### src/hdl/plfs_pkg.sv
// ----------------------------------------------------------------------------
// plfs_pkg
// Shared types and constants for the line-follow steering controller.
// ----------------------------------------------------------------------------
package plfs_pkg;

    localparam int CMD_W       = 8;
    localparam int TARGET_W    = 8;
    localparam int GAIN_W      = 16;
    localparam int STEP_W      = 7;
    localparam int PERIOD_W    = 10;
    localparam int CFG_INDEX_W = 3;
    localparam int QUEUE_DEPTH = 4;
    localparam int Q8_SHIFT    = 8;
    localparam int Q16_SHIFT   = 16;

    localparam logic signed [CMD_W-1:0] CMD_MAX = 8'sd100;
    localparam logic signed [CMD_W-1:0] CMD_MIN = -8'sd100;

    // register indexes of the configuration port
    localparam logic [CFG_INDEX_W-1:0] REG_GRAY_LEVEL    = 3'd0;
    localparam logic [CFG_INDEX_W-1:0] REG_KP_Q8         = 3'd1;
    localparam logic [CFG_INDEX_W-1:0] REG_KI_DT_Q16     = 3'd2;
    localparam logic [CFG_INDEX_W-1:0] REG_KD_OVER_DT_Q8 = 3'd3;
    localparam logic [CFG_INDEX_W-1:0] REG_RAMP_STEP     = 3'd4;
    localparam logic [CFG_INDEX_W-1:0] REG_RAMP_PERIOD   = 3'd5;

    localparam int                  GRAY_RESET_VAL = 512;
    localparam logic [GAIN_W-1:0]   KP_RESET       = 16'd166;
    localparam logic [GAIN_W-1:0]   KI_RESET       = 16'd59;
    localparam logic [GAIN_W-1:0]   KD_RESET       = 16'd20736;
    localparam logic [STEP_W-1:0]   STEP_RESET     = 7'd2;
    localparam logic [PERIOD_W-1:0] PERIOD_RESET   = 10'd50;

    typedef struct packed {
        logic [GAIN_W-1:0] kp;
        logic [GAIN_W-1:0] ki;
        logic [GAIN_W-1:0] kd;
    } gains_t;

    typedef struct packed {
        logic [STEP_W-1:0]   step;
        logic [PERIOD_W-1:0] period;
    } ramp_cfg_t;

endpackage

### src/hdl/plfs_sample_if.sv
// ----------------------------------------------------------------------------
// plfs_sample_if
// Sensor sample channel: light reading, target speed and clear flag.
// ----------------------------------------------------------------------------
interface plfs_sample_if #(
    parameter int LIGHT_BITS = 10
);
    import plfs_pkg::*;

    logic                       valid;
    logic                       ready;
    logic [LIGHT_BITS-1:0]      light_sample;
    logic signed [TARGET_W-1:0] target_speed;
    logic                       clear_terms;

    modport source (output valid, light_sample, target_speed, clear_terms, input ready);
    modport sink   (input valid, light_sample, target_speed, clear_terms, output ready);
endinterface

### src/hdl/plfs_drive_if.sv
// ----------------------------------------------------------------------------
// plfs_drive_if
// Drive command channel: forward speed and turn command.
// ----------------------------------------------------------------------------
interface plfs_drive_if;
    import plfs_pkg::*;

    logic                    valid;
    logic                    ready;
    logic signed [CMD_W-1:0] forward_cmd;
    logic signed [CMD_W-1:0] turn_cmd;

    modport source (output valid, forward_cmd, turn_cmd, input ready);
    modport sink   (input valid, forward_cmd, turn_cmd, output ready);
endinterface

### src/hdl/pid_line_follow_steering.sv
// ----------------------------------------------------------------------------
// pid_line_follow_steering
// Line-follow PID steering with clamped turn and ramped forward speed.
// ----------------------------------------------------------------------------
// One sensor item gives one drive item. The block takes an item every clock
// cycle unless the queue is full; the front updates the error sum, last error
// and speed ramp for the item in the cycle it is accepted, so that state
// update sets the rate. A four-entry queue sits between the front and a
// three-register back end (products, Q16 accumulator, truncate/clamp output
// register), through which each result passes in that order.
// Gains are fixed point: kp and kd in Q8.8, ki times tick period in Q0.16.
// Configuration registers are written through cfg_we/cfg_index/cfg_data and
// must only change while no items are in flight.
// ----------------------------------------------------------------------------
module pid_line_follow_steering #(
    parameter int LIGHT_BITS = 10,
    parameter int SUM_BITS   = 24
) (
    input  logic                                       clk,
    input  logic                                       rst_n,
    input  logic                                       cfg_we,
    input  logic [plfs_pkg::CFG_INDEX_W-1:0]           cfg_index,
    input  logic [((plfs_pkg::GAIN_W > LIGHT_BITS) ?
                   plfs_pkg::GAIN_W : LIGHT_BITS)-1:0] cfg_data,
    plfs_sample_if.sink                                sensor,
    plfs_drive_if.source                               drive
);
    import plfs_pkg::*;

    localparam int ERR_W  = LIGHT_BITS + 1;
    localparam int DIFF_W = LIGHT_BITS + 2;
    localparam int Q_W    = CMD_W + ERR_W + SUM_BITS + DIFF_W;
    localparam logic [LIGHT_BITS-1:0] GRAY_RESET = LIGHT_BITS'(GRAY_RESET_VAL);

    logic [LIGHT_BITS-1:0] gray_reg;
    gains_t                gains_reg;
    ramp_cfg_t             ramp_reg;

    logic                     push_valid;
    logic                     push_ready;
    logic signed [CMD_W-1:0]  f_speed;
    logic signed [ERR_W-1:0]  f_err;
    logic signed [SUM_BITS-1:0] f_sum;
    logic signed [DIFF_W-1:0] f_diff;
    logic [Q_W-1:0]           push_data;
    logic [Q_W-1:0]           pop_data;
    logic                     pop_valid;
    logic                     pop_ready;

    always_ff @(posedge clk or negedge rst_n)
    begin
        if (!rst_n)
        begin
            gray_reg         <= GRAY_RESET;
            gains_reg.kp     <= KP_RESET;
            gains_reg.ki     <= KI_RESET;
            gains_reg.kd     <= KD_RESET;
            ramp_reg.step    <= STEP_RESET;
            ramp_reg.period  <= PERIOD_RESET;
        end
        else if (cfg_we)
        begin
            case (cfg_index)
                REG_GRAY_LEVEL:    gray_reg        <= cfg_data[LIGHT_BITS-1:0];
                REG_KP_Q8:         gains_reg.kp    <= cfg_data[GAIN_W-1:0];
                REG_KI_DT_Q16:     gains_reg.ki    <= cfg_data[GAIN_W-1:0];
                REG_KD_OVER_DT_Q8: gains_reg.kd    <= cfg_data[GAIN_W-1:0];
                REG_RAMP_STEP:     ramp_reg.step   <= cfg_data[STEP_W-1:0];
                REG_RAMP_PERIOD:   ramp_reg.period <= cfg_data[PERIOD_W-1:0];
                default: ;
            endcase
        end
    end

    plfs_front #(
        .LIGHT_BITS (LIGHT_BITS),
        .SUM_BITS   (SUM_BITS)
    ) u_front (
        .clk        (clk),
        .rst_n      (rst_n),
        .sensor     (sensor),
        .gray_level (gray_reg),
        .ramp       (ramp_reg),
        .push_valid (push_valid),
        .push_ready (push_ready),
        .speed      (f_speed),
        .err        (f_err),
        .sum        (f_sum),
        .diff       (f_diff)
    );

    assign push_data = {f_speed, f_err, f_sum, f_diff};

    plfs_queue #(
        .DATA_W (Q_W)
    ) u_queue (
        .clk        (clk),
        .rst_n      (rst_n),
        .push_valid (push_valid),
        .push_ready (push_ready),
        .push_data  (push_data),
        .pop_valid  (pop_valid),
        .pop_ready  (pop_ready),
        .pop_data   (pop_data)
    );

    plfs_back #(
        .LIGHT_BITS (LIGHT_BITS),
        .SUM_BITS   (SUM_BITS)
    ) u_back (
        .clk       (clk),
        .rst_n     (rst_n),
        .gains     (gains_reg),
        .pop_valid (pop_valid),
        .pop_ready (pop_ready),
        .speed     (signed'(pop_data[Q_W-1 -: CMD_W])),
        .err       (signed'(pop_data[SUM_BITS+DIFF_W +: ERR_W])),
        .sum       (signed'(pop_data[DIFF_W +: SUM_BITS])),
        .diff      (signed'(pop_data[DIFF_W-1:0])),
        .drive     (drive)
    );

endmodule

### src/hdl/plfs_queue.sv
// ----------------------------------------------------------------------------
// plfs_queue
// Short FIFO between the front state update and the back multiply pipeline.
// ----------------------------------------------------------------------------
module plfs_queue #(
    parameter int DATA_W = 8
) (
    input  logic              clk,
    input  logic              rst_n,
    input  logic              push_valid,
    output logic              push_ready,
    input  logic [DATA_W-1:0] push_data,
    output logic              pop_valid,
    input  logic              pop_ready,
    output logic [DATA_W-1:0] pop_data
);
    import plfs_pkg::*;

    localparam int DEPTH = QUEUE_DEPTH;
    localparam int PTR_W = (DEPTH > 1) ? $clog2(DEPTH) : 1;
    localparam int CNT_W = $clog2(DEPTH + 1);
    localparam logic [PTR_W-1:0] LAST_PTR = PTR_W'(DEPTH - 1);
    localparam logic [CNT_W-1:0] FULL_CNT = CNT_W'(DEPTH);

    logic [DATA_W-1:0] mem [DEPTH];
    logic [PTR_W-1:0]  wr_ptr_reg, wr_ptr_next;
    logic [PTR_W-1:0]  rd_ptr_reg, rd_ptr_next;
    logic [CNT_W-1:0]  count_reg, count_next;
    logic              push_fire;
    logic              pop_fire;

    assign push_ready = (count_reg != FULL_CNT);
    assign pop_valid  = (count_reg != '0);
    assign pop_data   = mem[rd_ptr_reg];
    assign push_fire  = push_valid && push_ready;
    assign pop_fire   = pop_valid && pop_ready;

    always_comb
    begin
        wr_ptr_next = wr_ptr_reg;
        rd_ptr_next = rd_ptr_reg;
        count_next  = count_reg;
        if (push_fire)
        begin
            wr_ptr_next = (wr_ptr_reg == LAST_PTR) ? '0 : wr_ptr_reg + 1'b1;
        end
        if (pop_fire)
        begin
            rd_ptr_next = (rd_ptr_reg == LAST_PTR) ? '0 : rd_ptr_reg + 1'b1;
        end
        if (push_fire && !pop_fire)
        begin
            count_next = count_reg + 1'b1;
        end
        else if (pop_fire && !push_fire)
        begin
            count_next = count_reg - 1'b1;
        end
    end

    always_ff @(posedge clk or negedge rst_n)
    begin
        if (!rst_n)
        begin
            wr_ptr_reg <= '0;
            rd_ptr_reg <= '0;
            count_reg  <= '0;
        end
        else
        begin
            wr_ptr_reg <= wr_ptr_next;
            rd_ptr_reg <= rd_ptr_next;
            count_reg  <= count_next;
        end
    end

    always_ff @(posedge clk)
    begin
        if (push_fire)
        begin
            mem[wr_ptr_reg] <= push_data;
        end
    end

    a_count_bound: assert property (@(posedge clk) disable iff (!rst_n)
        count_reg <= FULL_CNT)
        else $error("queue count beyond depth");

    a_count_up: assert property (@(posedge clk) disable iff (!rst_n)
        (push_fire && !pop_fire) |=> (count_reg == $past(count_reg) + 1'b1))
        else $error("queue count missed a push");

endmodule

### src/hdl/plfs_front.sv
// ----------------------------------------------------------------------------
// plfs_front
// Takes sensor items, updates error sum, last error and speed ramp state.
// ----------------------------------------------------------------------------
module plfs_front #(
    parameter int LIGHT_BITS = 10,
    parameter int SUM_BITS   = 24
) (
    input  logic                                clk,
    input  logic                                rst_n,
    plfs_sample_if.sink                         sensor,
    input  logic [LIGHT_BITS-1:0]               gray_level,
    input  plfs_pkg::ramp_cfg_t                 ramp,
    output logic                                push_valid,
    input  logic                                push_ready,
    output logic signed [plfs_pkg::CMD_W-1:0]   speed,
    output logic signed [LIGHT_BITS:0]          err,
    output logic signed [SUM_BITS-1:0]          sum,
    output logic signed [LIGHT_BITS+1:0]        diff
);
    import plfs_pkg::*;

    localparam int ERR_W  = LIGHT_BITS + 1;
    localparam int DIFF_W = LIGHT_BITS + 2;

    logic signed [SUM_BITS-1:0] error_sum_reg, error_sum_next;
    logic signed [ERR_W-1:0]    last_error_reg, last_error_next;
    logic [PERIOD_W-1:0]        ramp_ticks_reg, ramp_ticks_next;
    logic signed [CMD_W-1:0]    speed_reg, speed_next;

    logic                       accept;
    logic signed [CMD_W-1:0]    limit;
    logic [PERIOD_W-1:0]        ticks_inc;
    logic signed [CMD_W:0]      s_ext, lim_ext, step_ext, s_up, s_dn;
    logic signed [ERR_W-1:0]    gray_ext, light_ext, base_last;
    logic signed [SUM_BITS-1:0] base_sum;
    logic signed [SUM_BITS:0]   sum_wide;
    logic                       target_pos;

    assign accept       = sensor.valid && push_ready;
    assign sensor.ready = push_ready;
    assign push_valid   = sensor.valid;

    always_comb
    begin
        // ramp limit is the target clamped to the command range
        if (sensor.target_speed > CMD_MAX)
        begin
            limit = CMD_MAX;
        end
        else if (sensor.target_speed < CMD_MIN)
        begin
            limit = CMD_MIN;
        end
        else
        begin
            limit = sensor.target_speed;
        end

        s_ext    = (CMD_W+1)'(speed_reg);
        lim_ext  = (CMD_W+1)'(limit);
        step_ext = signed'({2'b00, ramp.step});
        s_up     = s_ext + step_ext;
        s_dn     = s_ext - step_ext;

        ticks_inc       = ramp_ticks_reg + 1'b1;
        ramp_ticks_next = ticks_inc;
        speed_next      = speed_reg;
        if (ticks_inc >= ramp.period)
        begin
            ramp_ticks_next = '0;
            if (lim_ext >= s_ext)
            begin
                speed_next = (s_up > lim_ext) ? limit : s_up[CMD_W-1:0];
            end
            else
            begin
                speed_next = (s_dn < lim_ext) ? limit : s_dn[CMD_W-1:0];
            end
        end

        base_sum  = sensor.clear_terms ? '0 : error_sum_reg;
        base_last = sensor.clear_terms ? '0 : last_error_reg;

        // zero target counts as reverse polarity
        target_pos = !sensor.target_speed[TARGET_W-1] && (sensor.target_speed != '0);
        gray_ext   = signed'({1'b0, gray_level});
        light_ext  = signed'({1'b0, sensor.light_sample});
        err        = target_pos ? (gray_ext - light_ext) : (light_ext - gray_ext);

        sum_wide = (SUM_BITS+1)'(base_sum) + (SUM_BITS+1)'(err);
        if (sum_wide[SUM_BITS] != sum_wide[SUM_BITS-1])
        begin
            sum = sum_wide[SUM_BITS] ? {1'b1, {(SUM_BITS-1){1'b0}}}
                                     : {1'b0, {(SUM_BITS-1){1'b1}}};
        end
        else
        begin
            sum = sum_wide[SUM_BITS-1:0];
        end

        diff  = DIFF_W'(err) - DIFF_W'(base_last);
        speed = speed_next;

        error_sum_next  = sum;
        last_error_next = err;
    end

    always_ff @(posedge clk or negedge rst_n)
    begin
        if (!rst_n)
        begin
            error_sum_reg  <= '0;
            last_error_reg <= '0;
            ramp_ticks_reg <= '0;
            speed_reg      <= '0;
        end
        else if (accept)
        begin
            error_sum_reg  <= error_sum_next;
            last_error_reg <= last_error_next;
            ramp_ticks_reg <= ramp_ticks_next;
            speed_reg      <= speed_next;
        end
    end

    a_speed_range: assert property (@(posedge clk) disable iff (!rst_n)
        (speed_reg <= CMD_MAX) && (speed_reg >= CMD_MIN))
        else $error("forward speed left command range");

endmodule

### src/hdl/plfs_back.sv
// ----------------------------------------------------------------------------
// plfs_back
// PID multiply, accumulate, truncate and clamp pipeline with output register.
// ----------------------------------------------------------------------------
module plfs_back #(
    parameter int LIGHT_BITS = 10,
    parameter int SUM_BITS   = 24
) (
    input  logic                                clk,
    input  logic                                rst_n,
    input  plfs_pkg::gains_t                    gains,
    input  logic                                pop_valid,
    output logic                                pop_ready,
    input  logic signed [plfs_pkg::CMD_W-1:0]   speed,
    input  logic signed [LIGHT_BITS:0]          err,
    input  logic signed [SUM_BITS-1:0]          sum,
    input  logic signed [LIGHT_BITS+1:0]        diff,
    plfs_drive_if.source                        drive
);
    import plfs_pkg::*;

    localparam int ERR_W  = LIGHT_BITS + 1;
    localparam int DIFF_W = LIGHT_BITS + 2;
    localparam int KP_W   = GAIN_W + 1 + ERR_W;
    localparam int KI_W   = GAIN_W + 1 + SUM_BITS;
    localparam int KD_W   = GAIN_W + 1 + DIFF_W;
    localparam int PD_W   = KD_W + Q8_SHIFT;
    localparam int ACC_W  = ((PD_W > KI_W) ? PD_W : KI_W) + 2;
    localparam int QUO_W  = ACC_W - Q16_SHIFT;

    logic                    s1_valid_reg;
    logic signed [KP_W-1:0]  p_kp_reg;
    logic signed [KI_W-1:0]  p_ki_reg;
    logic signed [KD_W-1:0]  p_kd_reg;
    logic signed [CMD_W-1:0] s1_speed_reg;

    logic                    s2_valid_reg;
    logic signed [ACC_W-1:0] acc_reg;
    logic signed [CMD_W-1:0] s2_speed_reg;

    logic                    out_valid_reg;
    logic signed [CMD_W-1:0] forward_reg;
    logic signed [CMD_W-1:0] turn_reg;

    logic                    out_load;
    logic                    s2_load;
    logic                    s1_load;
    logic signed [KP_W-1:0]  p_kp;
    logic signed [KI_W-1:0]  p_ki;
    logic signed [KD_W-1:0]  p_kd;
    logic signed [ACC_W-1:0] acc_next;
    logic signed [QUO_W-1:0] quo;
    logic signed [QUO_W:0]   neg;
    logic signed [CMD_W-1:0] turn_next;

    assign out_load  = !out_valid_reg || drive.ready;
    assign s2_load   = !s2_valid_reg || out_load;
    assign s1_load   = !s1_valid_reg || s2_load;
    assign pop_ready = s1_load;

    assign drive.valid       = out_valid_reg;
    assign drive.forward_cmd = forward_reg;
    assign drive.turn_cmd    = turn_reg;

    always_comb
    begin
        p_kp = signed'({1'b0, gains.kp}) * err;
        p_ki = signed'({1'b0, gains.ki}) * sum;
        p_kd = signed'({1'b0, gains.kd}) * diff;

        acc_next = (ACC_W'(p_kp_reg) <<< Q8_SHIFT) + ACC_W'(p_ki_reg)
                 + (ACC_W'(p_kd_reg) <<< Q8_SHIFT);

        // divide by 2^16 rounding toward zero
        quo = signed'(acc_reg[ACC_W-1:Q16_SHIFT])
            + QUO_W'(acc_reg[ACC_W-1] && (acc_reg[Q16_SHIFT-1:0] != '0));
        neg = -(QUO_W+1)'(quo);
        if (neg > (QUO_W+1)'(CMD_MAX))
        begin
            turn_next = CMD_MAX;
        end
        else if (neg < (QUO_W+1)'(CMD_MIN))
        begin
            turn_next = CMD_MIN;
        end
        else
        begin
            turn_next = neg[CMD_W-1:0];
        end
    end

    always_ff @(posedge clk or negedge rst_n)
    begin
        if (!rst_n)
        begin
            s1_valid_reg  <= 1'b0;
            s2_valid_reg  <= 1'b0;
            out_valid_reg <= 1'b0;
        end
        else
        begin
            if (s1_load)
            begin
                s1_valid_reg <= pop_valid;
            end
            if (s2_load)
            begin
                s2_valid_reg <= s1_valid_reg;
            end
            if (out_load)
            begin
                out_valid_reg <= s2_valid_reg;
            end
        end
    end

    always_ff @(posedge clk)
    begin
        if (s1_load)
        begin
            p_kp_reg     <= p_kp;
            p_ki_reg     <= p_ki;
            p_kd_reg     <= p_kd;
            s1_speed_reg <= speed;
        end
        if (s2_load)
        begin
            acc_reg      <= acc_next;
            s2_speed_reg <= s1_speed_reg;
        end
        if (out_load)
        begin
            forward_reg <= s2_speed_reg;
            turn_reg    <= turn_next;
        end
    end

    a_turn_range: assert property (@(posedge clk) disable iff (!rst_n)
        out_valid_reg |-> ((turn_reg <= CMD_MAX) && (turn_reg >= CMD_MIN)))
        else $error("turn command left command range");

    a_stall_hold: assert property (@(posedge clk) disable iff (!rst_n)
        (s2_valid_reg && !out_load) |=> (s2_valid_reg && $stable(acc_reg)))
        else $error("accumulator stage lost an item under stall");

endmodule

### src/flat_wrapper.sv
// flat-port wrapper written by rule: the top's interface ports become plain ports
module pid_line_follow_steering_flat import plfs_pkg::*;
#(
    parameter int LIGHT_BITS = 10,
    parameter int SUM_BITS   = 24
)
  (clk, rst_n, cfg_we, cfg_index, cfg_data, sensor_valid, sensor_light_sample, sensor_target_speed, sensor_clear_terms, sensor_ready, drive_valid, drive_forward_cmd, drive_turn_cmd, drive_ready);
  plfs_sample_if #(.LIGHT_BITS(LIGHT_BITS)) sensor_i ();
  plfs_drive_if drive_i ();
  input  logic clk;
  input  logic rst_n;
  input  logic cfg_we;
  input  logic [plfs_pkg::CFG_INDEX_W-1:0] cfg_index;
  input  logic [((plfs_pkg::GAIN_W > LIGHT_BITS) ?
                   plfs_pkg::GAIN_W : LIGHT_BITS)-1:0] cfg_data;
  input wire logic [$bits(sensor_i.valid)-1:0] sensor_valid;
  input wire logic [$bits(sensor_i.light_sample)-1:0] sensor_light_sample;
  input wire logic [$bits(sensor_i.target_speed)-1:0] sensor_target_speed;
  input wire logic [$bits(sensor_i.clear_terms)-1:0] sensor_clear_terms;
  output wire logic [$bits(sensor_i.ready)-1:0] sensor_ready;
  output wire logic [$bits(drive_i.valid)-1:0] drive_valid;
  output wire logic [$bits(drive_i.forward_cmd)-1:0] drive_forward_cmd;
  output wire logic [$bits(drive_i.turn_cmd)-1:0] drive_turn_cmd;
  input wire logic [$bits(drive_i.ready)-1:0] drive_ready;
  assign sensor_i.valid = sensor_valid;
  assign sensor_i.light_sample = sensor_light_sample;
  assign sensor_i.target_speed = sensor_target_speed;
  assign sensor_i.clear_terms = sensor_clear_terms;
  assign sensor_ready = sensor_i.ready;
  assign drive_valid = drive_i.valid;
  assign drive_forward_cmd = drive_i.forward_cmd;
  assign drive_turn_cmd = drive_i.turn_cmd;
  assign drive_i.ready = drive_ready;
  pid_line_follow_steering #(.LIGHT_BITS(LIGHT_BITS), .SUM_BITS(SUM_BITS)) u_core (.clk(clk), .rst_n(rst_n), .cfg_we(cfg_we), .cfg_index(cfg_index), .cfg_data(cfg_data), .sensor(sensor_i), .drive(drive_i));
endmodule
### config.mk
export PLATFORM = sky130hd
export DESIGN_NAME = pid_line_follow_steering_flat
export DESIGN_NICKNAME = d
export VERILOG_FILES = /design/src/hdl/plfs_pkg.sv /design/src/hdl/plfs_sample_if.sv /design/src/hdl/plfs_drive_if.sv /design/src/hdl/pid_line_follow_steering.sv /design/src/hdl/plfs_queue.sv /design/src/hdl/plfs_front.sv /design/src/hdl/plfs_back.sv /design/src/flat_wrapper.sv
export SDC_FILE = /design/constraint.sdc
export NUM_CORES = 2
export LEC_CHECK = 0
export CORE_ASPECT_RATIO = 1.75
export CORE_UTILIZATION = 60
export DETAILED_ROUTE_END_ITERATION = 10
export DONT_BUFFER_PORTS = 1
export PLACE_DENSITY = 0.76
export SLEW_MARGIN = 40
export SYNTH_ARGS = -nofsm -noshare
export SYNTH_HDL_FRONTEND = slang
export SYNTH_HIERARCHICAL = 1
export SYNTH_SLANG_ARGS = --single-unit
### constraint.sdc
create_clock -name clk -period 8.5 [get_ports clk]
set_clock_uncertainty 0.05 [all_clocks]
set_input_delay 1.7 -clock clk [delete_from_list [all_inputs] [get_ports clk]]
set_output_delay 1.7 -clock clk [all_outputs]
set_load 0.1 [all_outputs]
==> run metrics <==
most frequent cells in the layout=889 x inv_1, 685 x fa_1, 598 x nand2_1, 415 x ha_1, 393 x edfxtp_1; First DRT Iteration DRCs=2316; Slew headroom=40.4%; FFs w/ async S/R, synth=26.0%; number of I/O pins=61; min-delay src=u_core/u_back/s1_speed_reg[1]$_DFFE_PP_; All-Layer GR Usage=30.2%; clk sink count=531; clk_lat worst skew=0.67 ns; Pins Over Slew Limit=0; RR Startpoint=u_core/u_queue/rd_ptr_reg[1]$_DFFE_PN0P_; Area Overhead vs Synth=5.48%; Yosys warnings=6; GR peak layer=met2; Die Ht=399 microns; Min-Delay Endpoint=u_core/u_back/s2_speed_reg[1]$_DFFE_PP_; CP endpoint kind=flip-flop; final hold vios=0; H-tree levels=2; routed vias/inst=5.85; overall via count from detail_route=36700; most common cell after layout, fill and taps aside=inv_1; Antenna Nets Post-Route=0; Final min period=7.70 ns; register bit count reported by yosys=531; critical path class=flip-flop to flip-flop; post_cts resized=0; Filler Cell Count=7062; Root Buffer=clkbuf_16; post-synth cell types=113; largest net degree at the start of global routing=139; Port Buffer Count=0; top_reg_cell synth=edfxtp_1; CP Max Fanout=21; row count=145; Critical Path RT=8.80 ns; Synth Instances=5133; DIE WIDTH=229 microns; RR Endpoint=u_core/u_back/p_ki_reg[38]$_DFFE_PP_; status=finished clean; total die area=91500 sq um; drt wl/cell=21.5 microns; syn avg cell area=10.5 sq um; core box area=89300 sq um; CTS tree=done; GPL Wtd Cong=0.964; number of synthesized flops with an enable pin=393; Final period util=90.6%; critical path arrival=8.00 ns; nets=6198; R2R setup slack=0.80 ns; max FFs per register=220; first-pass GRT wire length=213000 microns; endpoints failing setup=0; met1 Track Usage GR=31.2%; register area share after synthesis=28.2%; GR Util met3=4.47%; worst reg-to-reg path cell count=20; Min-Delay Path Class=flip-flop to flip-flop; Routed WL=135000 microns; max_cap viols=0; initial antenna violation count=5; M2 GR Usage=54.7%; DR pass1 iterations=6; Slew @ Worst Pin=0.895 ns; fmax=130 MHz; Post-Syn Area=54100 sq um; drc violations=0; grt total ovfl=0; TNS Setup=0 ns; CTS Buf Count=50; number of global-route vias before repair=39900; launch point of the worst path=u_core/u_queue/rd_ptr_reg[1]$_DFFE_PN0P_; Startpoint Class=flip-flop; fraction of layout cells with a size suffix above 1=7.71%; RSZ-0062 raised after global routing=false; Clock Path Buffers=3; Hold Buf Count CTS=0; Post-Syn Nets=6276; clock slew at reported path FFs=0.07 ns; post-CTS setup buffer count=0; DP Wirelength=106000 microns; Initial Util=60.6%; Hold Crit Depth=0
-- worst max-delay path, cell delays in order (launching register included) --
cell     delay, ns
dfrtp_2       0.71
buf_4         0.25
mux4_2        0.41
nand2_1       0.19
fa_1          0.72
inv_1         0.14
fa_1          0.89
inv_1         0.14
fa_1          0.55
fa_1          0.44
fa_1          0.53
fa_1          0.56
inv_1         0.05
ha_1          0.39
and3_1        0.25
and2_1        0.18
nand2_1       0.06
o31ai_1       0.47
a21o_1        0.22
a21oi_1       0.09
xnor2_1       0.13
-- metrics by stage --
stage / hold WS [ns] / utilization (%) / worst slack, ns / instances / cell area [sq um]
floorplan: 0.350 / - / 1.34 / 5133 / 54100
global placement: 0.354 / 61.7 / 1.05 / 6166 / 55100
detailed placement: 0.355 / 62.1 / 0.885 / 6178 / 55400
CTS: 0.367 / 63.9 / 0.811 / 6270 / 57000
global route: 0.384 / 64.0 / 0.434 / 6283 / 57100
finish: 0.369 / 64.0 / 0.798 / 6283 / 57100
-- synth_stat cells (all sizes together) (46+ instances only) --
cell type	count	share of area [%]
a21oi	168	1.6
nand2b	63	0.73
fa	685	25
inv	889	6.2
xnor2	141	2.3
clkbuf	133	0.92
xor2	64	1.0
nor2	177	1.2
ha	415	9.6
mux4	55	2.3
nand2	600	4.2
nor2b	57	0.66
nor3	46	0.44
a21o	62	0.86
edfxtp	393	22
nand3	67	0.65
mux2	101	2.3
dfrtp	121	5.6
and2	316	3.7
o21ai	109	1.0
-- routing by layer --
layer,wire [microns],part of all wire [%]
met1,46200,34
met2,70500,52
met3,6610,4.9
met4,12100,8.9
met5,23,0.017
-- worst max-delay path by stage --
stage | to | depth (start not counted)
3_5_place_dp | u_core/u_back/p_ki_reg[38]$_DFFE_PP_ | 20
2_1_floorplan | u_core/u_back/p_ki_reg[40]$_DFFE_PP_ | 23
3_3_place_gp | u_core/u_back/p_ki_reg[40]$_DFFE_PP_ | 20
4_1_cts | u_core/u_back/p_ki_reg[33]$_DFFE_PP_ | 24
6_report | u_core/u_back/p_ki_reg[38]$_DFFE_PP_ | 20
5_1_grt | u_core/u_back/p_ki_reg[38]$_DFFE_PP_ | 20
-- final cells by class --
| cell class | instances | area (sq um) | area share (%) |
|---|---|---|---|
| inverters | 889 | 3340 | 5.84 |
| well taps | 1176 | 1470 | 2.58 |
| multi-input cells | 3540 | 34800 | 60.9 |
| flip-flops and latches | 531 | 15300 | 26.8 |
| clock inverters | 34 | 338 | 0.592 |
| repair buffers | 43 | 582 | 1.02 |
| clock buffers | 58 | 1280 | 2.24 |
| diodes | 12 | 30.0 | 0.0526 |
-- cells by family after synthesis --
family / synth area share, %
flip-flops: 28.2
AND/OR/NAND/NOR: 13.9
buffers and inverters: 7.63
AO/OA/AOI/OAI: 7.17
XOR/XNOR: 3.37
multiplexers: 4.78
adder cells (fa/ha/maj): 35.0
Power is left out: the tool's default activity adds up to more than one toggle a clock period on the data nets, which glitch-free logic cannot reach.
